[src/rtl/pgsd_pkg.sv]
// Shared types and constants for the packed grid stream decoder.
// Holds the state, phase, result-kind and error-code types and the header constants.
// Depends on nothing.
`timescale 1ns / 1ps

package pgsd_pkg;

  // Widest value that a header may ask for, and the value field width.
  localparam int MaxValueBits = 32;
  localparam int ValueW       = 32;
  localparam int VbitsW       = $clog2(MaxValueBits + 1);

  // Header layout: two magic bytes, width, height, bit width.
  localparam int          HdrLen   = 7;
  localparam logic [2:0]  HdrLastIdx = 3'(HdrLen - 1);
  localparam logic [7:0]  MagicT   = 8'h54;
  localparam logic [7:0]  MagicC   = 8'h43;

  // Stream phase kept between beats.
  typedef enum logic [1:0] {
    PH_HEADER  = 2'd0,
    PH_PAYLOAD = 2'd1,
    PH_DROP    = 2'd2
  } phase_t;

  // Sequencer states.
  typedef enum logic [2:0] {
    ST_IDLE,
    ST_HEAD,
    ST_HDR_OUT,
    ST_BITS,
    ST_FIN,
    ST_ERR
  } state_t;

  // Result kinds.
  typedef enum logic [1:0] {
    KIND_HEADER = 2'd0,
    KIND_VALUE  = 2'd1,
    KIND_ERROR  = 2'd2
  } kind_t;

  // Error codes.
  typedef enum logic [2:0] {
    ERR_SHORT     = 3'd0,
    ERR_BAD_MAGIC = 3'd1,
    ERR_ZERO_DIM  = 3'd2,
    ERR_BAD_WIDTH = 3'd3,
    ERR_LENGTH    = 3'd4
  } err_t;

  // One result beat.
  typedef struct packed {
    kind_t              kind;
    logic [ValueW-1:0]  value;
    logic               missing;
    err_t               error_code;
    logic [15:0]        grid_width;
    logic [15:0]        grid_height;
    logic [7:0]         bit_width;
    logic               frame_done;
    logic               run_last;
  } res_t;

endpackage

[src/rtl/packed_grid_stream_decoder.sv]
// Top level of the packed grid stream decoder: header parser and bit-serial value unpacker.
// Uses the types and constants of pgsd_pkg.
`timescale 1ns / 1ps

// Usage
// The input channel (in_valid, in_stall, in_data_byte, in_last_byte) takes one stream
// byte per beat; in_last_byte marks the final byte of a frame. The result channel
// (out_valid, out_stall, out_*) gives header, value and error results, one per beat,
// with out_run_last on the last result that a given input byte caused.
// A header byte is checked in ST_HEAD and, when it yields a result, goes on to ST_HDR_OUT
// or ST_ERR; a valid header on a last byte gives its header result and then a length
// error. A dropped byte is discarded without a result. A payload byte is unpacked by
// one shift-and-compare unit, one bit per cycle while no result waits on a stalled
// output; the next byte can be taken once all its bits are done, earlier when the
// frame's final value ends early in the byte, and after any error result that follows.
// That one-bit-per-cycle shift loop sets the rate. A value result appears on the output
// register in the cycle after its final bit is consumed.
// The block holds in_stall high while it works on a byte. When the receiver stalls,
// the held result stays on the output and the unpacker waits before completing the
// next value. Synchronous reset returns the block to the header phase with no result
// pending. Values leave before the frame length is checked, so a frame whose results
// end in an error must be discarded by the consumer.
module packed_grid_stream_decoder
  import pgsd_pkg::*;
(
  input  logic                clk,
  input  logic                rst_n,
  input  logic                in_valid,
  output logic                in_stall,
  input  logic [7:0]          in_data_byte,
  input  logic                in_last_byte,
  output logic                out_valid,
  input  logic                out_stall,
  output logic [1:0]          out_kind,
  output logic [ValueW-1:0]   out_value,
  output logic                out_missing,
  output logic [2:0]          out_error_code,
  output logic [15:0]         out_grid_width,
  output logic [15:0]         out_grid_height,
  output logic [7:0]          out_bit_width,
  output logic                out_frame_done,
  output logic                out_run_last
);

  state_t              state_r, state_nxt;
  phase_t              phase_r, phase_nxt;
  logic [2:0]          hdr_idx_r, hdr_idx_nxt;
  logic                magic_ok_r, magic_ok_nxt;
  logic [15:0]         width_r, width_nxt;
  logic [15:0]         height_r, height_nxt;
  logic [VbitsW-1:0]   vbits_r, vbits_nxt;
  logic [31:0]         vleft_r, vleft_nxt;
  logic [ValueW-1:0]   acc_r, acc_nxt;
  logic [VbitsW-1:0]   bcoll_r, bcoll_nxt;
  logic [7:0]          byte_r, byte_nxt;
  logic                last_r, last_nxt;
  logic [2:0]          bit_idx_r, bit_idx_nxt;
  err_t                err_r, err_nxt;
  logic                out_valid_r, out_valid_nxt;
  res_t                res_r, res_nxt;

  logic                slot_free;
  logic                load;
  logic                bad_hdr;
  err_t                hdr_err;
  logic [ValueW-1:0]   acc_step;
  logic [VbitsW-1:0]   bcoll_step;
  logic                val_done;
  logic [31:0]         vleft_dec;
  logic [ValueW-1:0]   vmask;
  logic                val_miss;

  // The output register can take a result when it is empty or being drained.
  assign slot_free = !out_valid_r || !out_stall;
  assign in_stall  = (state_r != ST_IDLE);

  // Shift unit: one bit of the held byte into the accumulator.
  assign acc_step   = {acc_r[ValueW-2:0], byte_r[bit_idx_r]};
  assign bcoll_step = bcoll_r + VbitsW'(1);
  assign val_done   = (bcoll_step == vbits_r);
  assign vleft_dec  = vleft_r - 32'd1;
  assign vmask      = ValueW'(({{ValueW{1'b0}}, 1'b1} << vbits_r) - {{ValueW{1'b0}}, 1'b1});
  assign val_miss   = (acc_step == vmask);

  // Header checks, in priority order: magic, dimensions, bit width.
  always_comb begin
    bad_hdr = 1'b1;
    hdr_err = ERR_BAD_MAGIC;
    if (!magic_ok_r) begin
      hdr_err = ERR_BAD_MAGIC;
    end else if (width_r == 16'd0 || height_r == 16'd0) begin
      hdr_err = ERR_ZERO_DIM;
    end else if (byte_r == 8'd0 || byte_r > 8'(MaxValueBits)) begin
      hdr_err = ERR_BAD_WIDTH;
    end else begin
      bad_hdr = 1'b0;
    end
  end

  // Sequencer: next state, model state and the result to load.
  always_comb begin
    state_nxt    = state_r;
    phase_nxt    = phase_r;
    hdr_idx_nxt  = hdr_idx_r;
    magic_ok_nxt = magic_ok_r;
    width_nxt    = width_r;
    height_nxt   = height_r;
    vbits_nxt    = vbits_r;
    vleft_nxt    = vleft_r;
    acc_nxt      = acc_r;
    bcoll_nxt    = bcoll_r;
    byte_nxt     = byte_r;
    last_nxt     = last_r;
    bit_idx_nxt  = bit_idx_r;
    err_nxt      = err_r;
    load         = 1'b0;
    res_nxt      = '0;

    unique case (state_r)
      ST_IDLE: begin
        if (in_valid) begin
          byte_nxt = in_data_byte;
          last_nxt = in_last_byte;
          case (phase_r)
            PH_HEADER: begin
              state_nxt = ST_HEAD;
            end
            PH_PAYLOAD: begin
              state_nxt   = ST_BITS;
              bit_idx_nxt = 3'd7;
            end
            default: begin
              if (in_last_byte) begin
                phase_nxt = PH_HEADER;
              end
            end
          endcase
        end
      end

      ST_HEAD: begin
        case (hdr_idx_r)
          3'd0: begin
            magic_ok_nxt = (byte_r == MagicT);
            width_nxt    = '0;
            height_nxt   = '0;
          end
          3'd1: magic_ok_nxt = magic_ok_r && (byte_r == MagicC);
          3'd2: width_nxt  = {8'd0, byte_r};
          3'd3: width_nxt  = {byte_r, width_r[7:0]};
          3'd4: height_nxt = {8'd0, byte_r};
          3'd5: height_nxt = {byte_r, height_r[7:0]};
          default: ;
        endcase
        if (hdr_idx_r != HdrLastIdx) begin
          if (last_r) begin
            err_nxt     = ERR_SHORT;
            hdr_idx_nxt = '0;
            state_nxt   = ST_ERR;
          end else begin
            hdr_idx_nxt = hdr_idx_r + 3'd1;
            state_nxt   = ST_IDLE;
          end
        end else begin
          hdr_idx_nxt = '0;
          if (bad_hdr) begin
            err_nxt   = hdr_err;
            phase_nxt = last_r ? PH_HEADER : PH_DROP;
            state_nxt = ST_ERR;
          end else begin
            vbits_nxt = VbitsW'(byte_r);
            vleft_nxt = width_r * height_r;
            acc_nxt   = '0;
            bcoll_nxt = '0;
            state_nxt = ST_HDR_OUT;
          end
        end
      end

      ST_HDR_OUT: begin
        if (slot_free) begin
          load                = 1'b1;
          res_nxt.kind        = KIND_HEADER;
          res_nxt.grid_width  = width_r;
          res_nxt.grid_height = height_r;
          res_nxt.bit_width   = byte_r;
          res_nxt.run_last    = !last_r;
          if (last_r) begin
            err_nxt   = ERR_LENGTH;
            phase_nxt = PH_HEADER;
            state_nxt = ST_ERR;
          end else begin
            phase_nxt = PH_PAYLOAD;
            state_nxt = ST_IDLE;
          end
        end
      end

      ST_BITS: begin
        if (vleft_r == 32'd0) begin
          state_nxt = ST_FIN;
        end else if (!val_done || slot_free) begin
          if (val_done) begin
            acc_nxt            = '0;
            bcoll_nxt          = '0;
            vleft_nxt          = vleft_dec;
            load               = 1'b1;
            res_nxt.kind       = KIND_VALUE;
            res_nxt.value      = val_miss ? '1 : acc_step;
            res_nxt.missing    = val_miss;
            res_nxt.frame_done = (vleft_dec == 32'd0) && last_r;
            // Last of this byte unless another value fits in the remaining bits
            // or a length error follows.
            if (vleft_dec == 32'd0) begin
              res_nxt.run_last = last_r;
            end else begin
              res_nxt.run_last = !last_r && (vbits_r > VbitsW'(bit_idx_r));
            end
          end else begin
            acc_nxt   = acc_step;
            bcoll_nxt = bcoll_step;
          end
          if (bit_idx_r == 3'd0) begin
            state_nxt = ST_FIN;
          end else begin
            bit_idx_nxt = bit_idx_r - 3'd1;
          end
        end
      end

      ST_FIN: begin
        if (vleft_r == 32'd0) begin
          if (last_r) begin
            phase_nxt = PH_HEADER;
            state_nxt = ST_IDLE;
          end else begin
            err_nxt   = ERR_LENGTH;
            phase_nxt = PH_DROP;
            state_nxt = ST_ERR;
          end
        end else if (last_r) begin
          err_nxt   = ERR_LENGTH;
          phase_nxt = PH_HEADER;
          state_nxt = ST_ERR;
        end else begin
          state_nxt = ST_IDLE;
        end
      end

      ST_ERR: begin
        if (slot_free) begin
          load               = 1'b1;
          res_nxt.kind       = KIND_ERROR;
          res_nxt.error_code = err_r;
          res_nxt.run_last   = 1'b1;
          state_nxt          = ST_IDLE;
        end
      end

      default: state_nxt = ST_IDLE;
    endcase
  end

  // Output valid: set on load, cleared once the beat is taken.
  assign out_valid_nxt = load ? 1'b1 : (out_valid_r && out_stall);

  // Control state.
  always_ff @(posedge clk) begin
    if (!rst_n) begin
      state_r     <= ST_IDLE;
      phase_r     <= PH_HEADER;
      hdr_idx_r   <= '0;
      magic_ok_r  <= 1'b0;
      vbits_r     <= '0;
      vleft_r     <= '0;
      acc_r       <= '0;
      bcoll_r     <= '0;
      bit_idx_r   <= '0;
      out_valid_r <= 1'b0;
    end else begin
      state_r     <= state_nxt;
      phase_r     <= phase_nxt;
      hdr_idx_r   <= hdr_idx_nxt;
      magic_ok_r  <= magic_ok_nxt;
      vbits_r     <= vbits_nxt;
      vleft_r     <= vleft_nxt;
      acc_r       <= acc_nxt;
      bcoll_r     <= bcoll_nxt;
      bit_idx_r   <= bit_idx_nxt;
      out_valid_r <= out_valid_nxt;
    end
  end

  // Data registers.
  always_ff @(posedge clk) begin
    width_r  <= width_nxt;
    height_r <= height_nxt;
    byte_r   <= byte_nxt;
    last_r   <= last_nxt;
    err_r    <= err_nxt;
    if (load) begin
      res_r <= res_nxt;
    end
  end

  // Output ports.
  assign out_valid       = out_valid_r;
  assign out_kind        = res_r.kind;
  assign out_value       = res_r.value;
  assign out_missing     = res_r.missing;
  assign out_error_code  = res_r.error_code;
  assign out_grid_width  = res_r.grid_width;
  assign out_grid_height = res_r.grid_height;
  assign out_bit_width   = res_r.bit_width;
  assign out_frame_done  = res_r.frame_done;
  assign out_run_last    = res_r.run_last;

  // A missing value always reads as all ones.
  a_missing_all_ones: assert property (@(posedge clk) disable iff (!rst_n)
    (out_valid_r && res_r.kind == KIND_VALUE && res_r.missing) |-> (res_r.value == '1))
    else $error("missing value not all ones");

  // A completed frame ends the results of its byte.
  a_frame_done_last: assert property (@(posedge clk) disable iff (!rst_n)
    (out_valid_r && res_r.frame_done) |-> (res_r.kind == KIND_VALUE && res_r.run_last))
    else $error("frame_done on a result that is not the last value of its byte");

  // An error result is always the last result of its byte.
  a_error_run_last: assert property (@(posedge clk) disable iff (!rst_n)
    (out_valid_r && res_r.kind == KIND_ERROR) |-> res_r.run_last)
    else $error("error result without run_last");

  // Waiting for a payload byte means values remain.
  a_payload_left: assert property (@(posedge clk) disable iff (!rst_n)
    (state_r == ST_IDLE && phase_r == PH_PAYLOAD) |-> (vleft_r != 32'd0))
    else $error("payload phase with no values left");

  // Between bytes the partial value is shorter than one value.
  a_partial_short: assert property (@(posedge clk) disable iff (!rst_n)
    (state_r == ST_IDLE && phase_r == PH_PAYLOAD) |-> (bcoll_r < vbits_r))
    else $error("partial value not shorter than bit width");

endmodule

[config.mk]
export PLATFORM = sky130hd
export DESIGN_NAME = packed_grid_stream_decoder
export DESIGN_NICKNAME = d
export VERILOG_FILES = /design/src/rtl/pgsd_pkg.sv /design/src/rtl/packed_grid_stream_decoder.sv
export SDC_FILE = /design/constraint.sdc
export NUM_CORES = 1
export LEC_CHECK = 0
export ABC_CLOCK_PERIOD_IN_PS = 8000
export BUFFER_PORTS_ARGS = -buffer_cell sky130_fd_sc_hd__buf_2
export CAP_MARGIN = 40
export CORE_MARGIN = 2
export CORE_UTILIZATION = 33
export DETAILED_ROUTE_END_ITERATION = 8
export PLACE_DENSITY_LB_ADDON = 0.3
export SETUP_SLACK_MARGIN = 0.05
export SLEW_MARGIN = 15
export SYNTH_ARGS = -nofsm -noshare
export SYNTH_HDL_FRONTEND = slang
export SYNTH_SLANG_ARGS = --single-unit
[constraint.sdc]
create_clock -name clk -period 8 [get_ports clk]
set_input_delay 1.2 -clock clk [delete_from_list [all_inputs] [get_ports clk]]
set_output_delay 1.2 -clock clk [all_outputs]
set_load 0.01 [all_outputs]
==> flow_summary.yaml <==
timing:
  whs_ps: 487
  setup_ws_ps: 747
  setup-tns-final_ps: 0
  hold_violations: 0
  slew_headroom: 0.335
  setup-violations-final: 0
  post-route-min-period_ps: 7250
  period_share: 0.907
  drv_slew: 0
  fmax_mhz: 138
  rsz0062_at_grt: "no"
  finalClockSkew_ps: 23.3
  tightest_slew_ps: 989
synthesis:
  synth-adder-area-share: 0.276
  synth_compound_area_frac: 0.119
  synth_warnings: 0
  synth_xor_area_frac: 0.0278
  synthCells: 2170
  syn_area_um2: 19500
  synthSimpleGateAreaFrac: 0.208
  synth_top_family_by_area: "adder cells"
  synth.distinct_cells: 79
  ys_async_sr_fraction: 0
  ys_seq_elements: 212
  syn_nets: 2498
  synth_area_per_cell_um2: 9.01
  synth.mux.area_fraction: 0.0106
  ys_seq_area_frac: 0.281
  synth_flop_cell: "edfxtp_1"
  synth-edff-count: 124
clock_network:
  cts_buffers: 26
  path_clk_slew_ps: 70
  clockRootBuffer: "clkbuf_16"
  insertion_delay_ps: 570
  ctsResizeCount: 0
  cts_hold_buf: 0
  cts_tree: "built"
  cts_sinks: 212
  cts_setup_buffers: 0
  cts.path.max_buffers: 3
  h-tree-depth: 1
pwr:
  switching_share: 0.467
  ir_drop_mv: 0.325
  intPower_mw: 3.66
  p_switching_mw: 3.21
  pwr-share-seq: 0.183
  power.total_mw: 6.87
  powerDensity_nw_per_um2: 317
  p_leak_nw: 9.31
  combPwrFrac: 0.633
  clkPwrFrac: 0.184
run:
  maxCapViolCount: 0
final_layout:
  layout.nets: 2510
  layout-drive-gt1-share: 0.0854
  mostFrequentLayoutCells: "264 x nand2_1, 252 x inv_1, 194 x fa_1"
  area_growth_pct: 10.8
  diodes: 0
  final_common_cell: "nand2_1"
  fill_cells: 5997
placement:
  dp_slack_ps: 965
  dpl.hpwl_um: 39400
  gp_congestion: 0.904
  port_buffers: 94
worst_setup_path:
  critPathMaxStageDelay_ps: 860
  worstReg2RegEnd: "vleft_r[24]"
  reg2reg_slack_ps: 750
  crit_chain: "nand2_1, fa_1, fa_1, fa_1, fa_1, inv_1, fa_1, inv_1, fa_1, inv_1, ha_1, a211oi_1, o211ai_1, a221oi_1, o31ai_1, a211oi_1, o21ai_0, xnor2_1, a2111oi_0"
  r2r_start: "width_r[10]"
  critPathArrivalTime_ps: 7690
  startpoint_type: "register"
  critPathMostFrequentCell: "fa_1"
  cp_slowest_cell: "edfxtp_1"
  rr_worst_depth: 19
  path_max_fanout: 18
  setup.worst_path.end_class: "register"
  required_ps: 8440
  path_class: "register to register"
drt:
  ant_nets: 0
  drt_iter0_drc: 1052
  via_per_inst: 5.21
  drc: 0
  drtPass1Iterations: 5
  vias: 15500
  wire_per_inst_um: 18.2
  wl_um: 54300
grt:
  grt_max_degree: 75
  grt-ovfl-total: 0
  grt_usage: 0.178
  antenna_found_initial: 2
  first_global_vias: 15700
  grt_pass1_wl_um: 87500
die:
  core_um2: 58800
  initial_core_util: 0.332
  fp-row-count: 89
  die_w_um: 247
  dieArea_um2: 61200
  num_io_pins: 95
  die_h_um: 247
hold_path:
  min_to: "bcoll_r[1]"
  hold_path_class: "register to register"
  hold_depth: 2
  hp-start: "bcoll_r[1]"
outcome:
  outcome: "completed"
==> state kept, by name, indices dropped and copies added, names as in the netlist, 6 cells and up <==
name and flops:
byte_r 8, out_grid_width 16, acc_r 31, out_value 32, vleft_r 32, width_r 16
height_r 16, out_bit_width 8, vbits_r 6, bcoll_r 6, out_grid_height 16
==> synthesized netlist by cell type, types with 35 or more instances <==
library cell,number,area share
nand2_1,265,0.051
inv_1,253,0.049
fa_1,194,0.20
and2_1,188,0.060
edfxtp_1,124,0.19
ha_1,121,0.077
clkbuf_1,115,0.022
nor2_1,113,0.022
a21oi_1,112,0.029
dfxtp_1,88,0.090
o21ai_0,71,0.018
nand3_1,65,0.017
a21o_1,53,0.020
nor3_1,40,0.010
xnor2_1,35,0.016
==> worst max path at each step <==
stage,slack [ps],endpoint,cells past startpoint,start
CTS,880,vleft_r[24],19,width_r[10]
global placement,1020,vleft_r[24],19,width_r[10]
finish,750,vleft_r[24],19,width_r[10]
global route,300,vleft_r[24],19,width_r[10]
detailed placement,970,vleft_r[24],19,width_r[10]
floorplan,1650,vleft_r[24],21,height_r[1]
==> routing by layer <==
layer	up-vias	share of wire	global-route usage
li1	7308	-	-
met1	7688	0.45	0.245
met2	423	0.47	0.295
met3	89	0.053	0.0275
met4	4	0.025	0.0433
met5	-	0.00050	0
==> power by group through the flow <==
stage	combinational [mW]	sequential [mW]	clock, mW
floorplan	3.20	1.22	0
global route	4.91	1.26	1.33
detailed placement	4.29	1.28	0
CTS	4.36	1.25	1.29
global placement	4.27	1.28	0
finish	4.35	1.26	1.27
==> cell families after synthesis <==
kind of cell	count (synthesis)
AO/OA/AOI/OAI	363
XOR/XNOR	62
adder cells (fa/ha/maj)	315
buffers and inverters	394
flip-flops	212
multiplexers	18
AND/OR/NAND/NOR	806
==> through the flow <==
| step | utilization | cells | area (um2) |
|---|---|---|---|
| after floorplan | - | 2170 | 19500 |
| after global placement | 0.351 | 2923 | 20600 |
| after detailed placement | 0.352 | 2926 | 20700 |
| after CTS | 0.368 | 2974 | 21600 |
| after global routing | 0.368 | 2975 | 21700 |
| final | 0.368 | 2975 | 21700 |
==> worst max-delay path: cells and delay by family, from the launching register on <==
| family | cells | cell delay [ps] |
|---|---|---|
| buffers and inverters | 3 | 160 |
| adder cells (fa/ha/maj) | 7 | 3530 |
| AO/OA/AOI/OAI | 7 | 2180 |
| XOR/XNOR | 1 | 200 |
| AND/OR/NAND/NOR | 1 | 190 |
| flip-flops | 1 | 860 |
==> cell type report <==
cell class | instances | area (um2) | share of cell area
clock buffer | 34 | 711 | 0.0328
clock inverter | 14 | 208 | 0.00959
inverter | 253 | 950 | 0.0439
multi-input combinational | 1564 | 12600 | 0.581
sequential | 212 | 5490 | 0.253
tap | 773 | 967 | 0.0447
timing repair buffer | 125 | 759 | 0.0351
No activity file was read; power rests on OpenSTA's default activity.
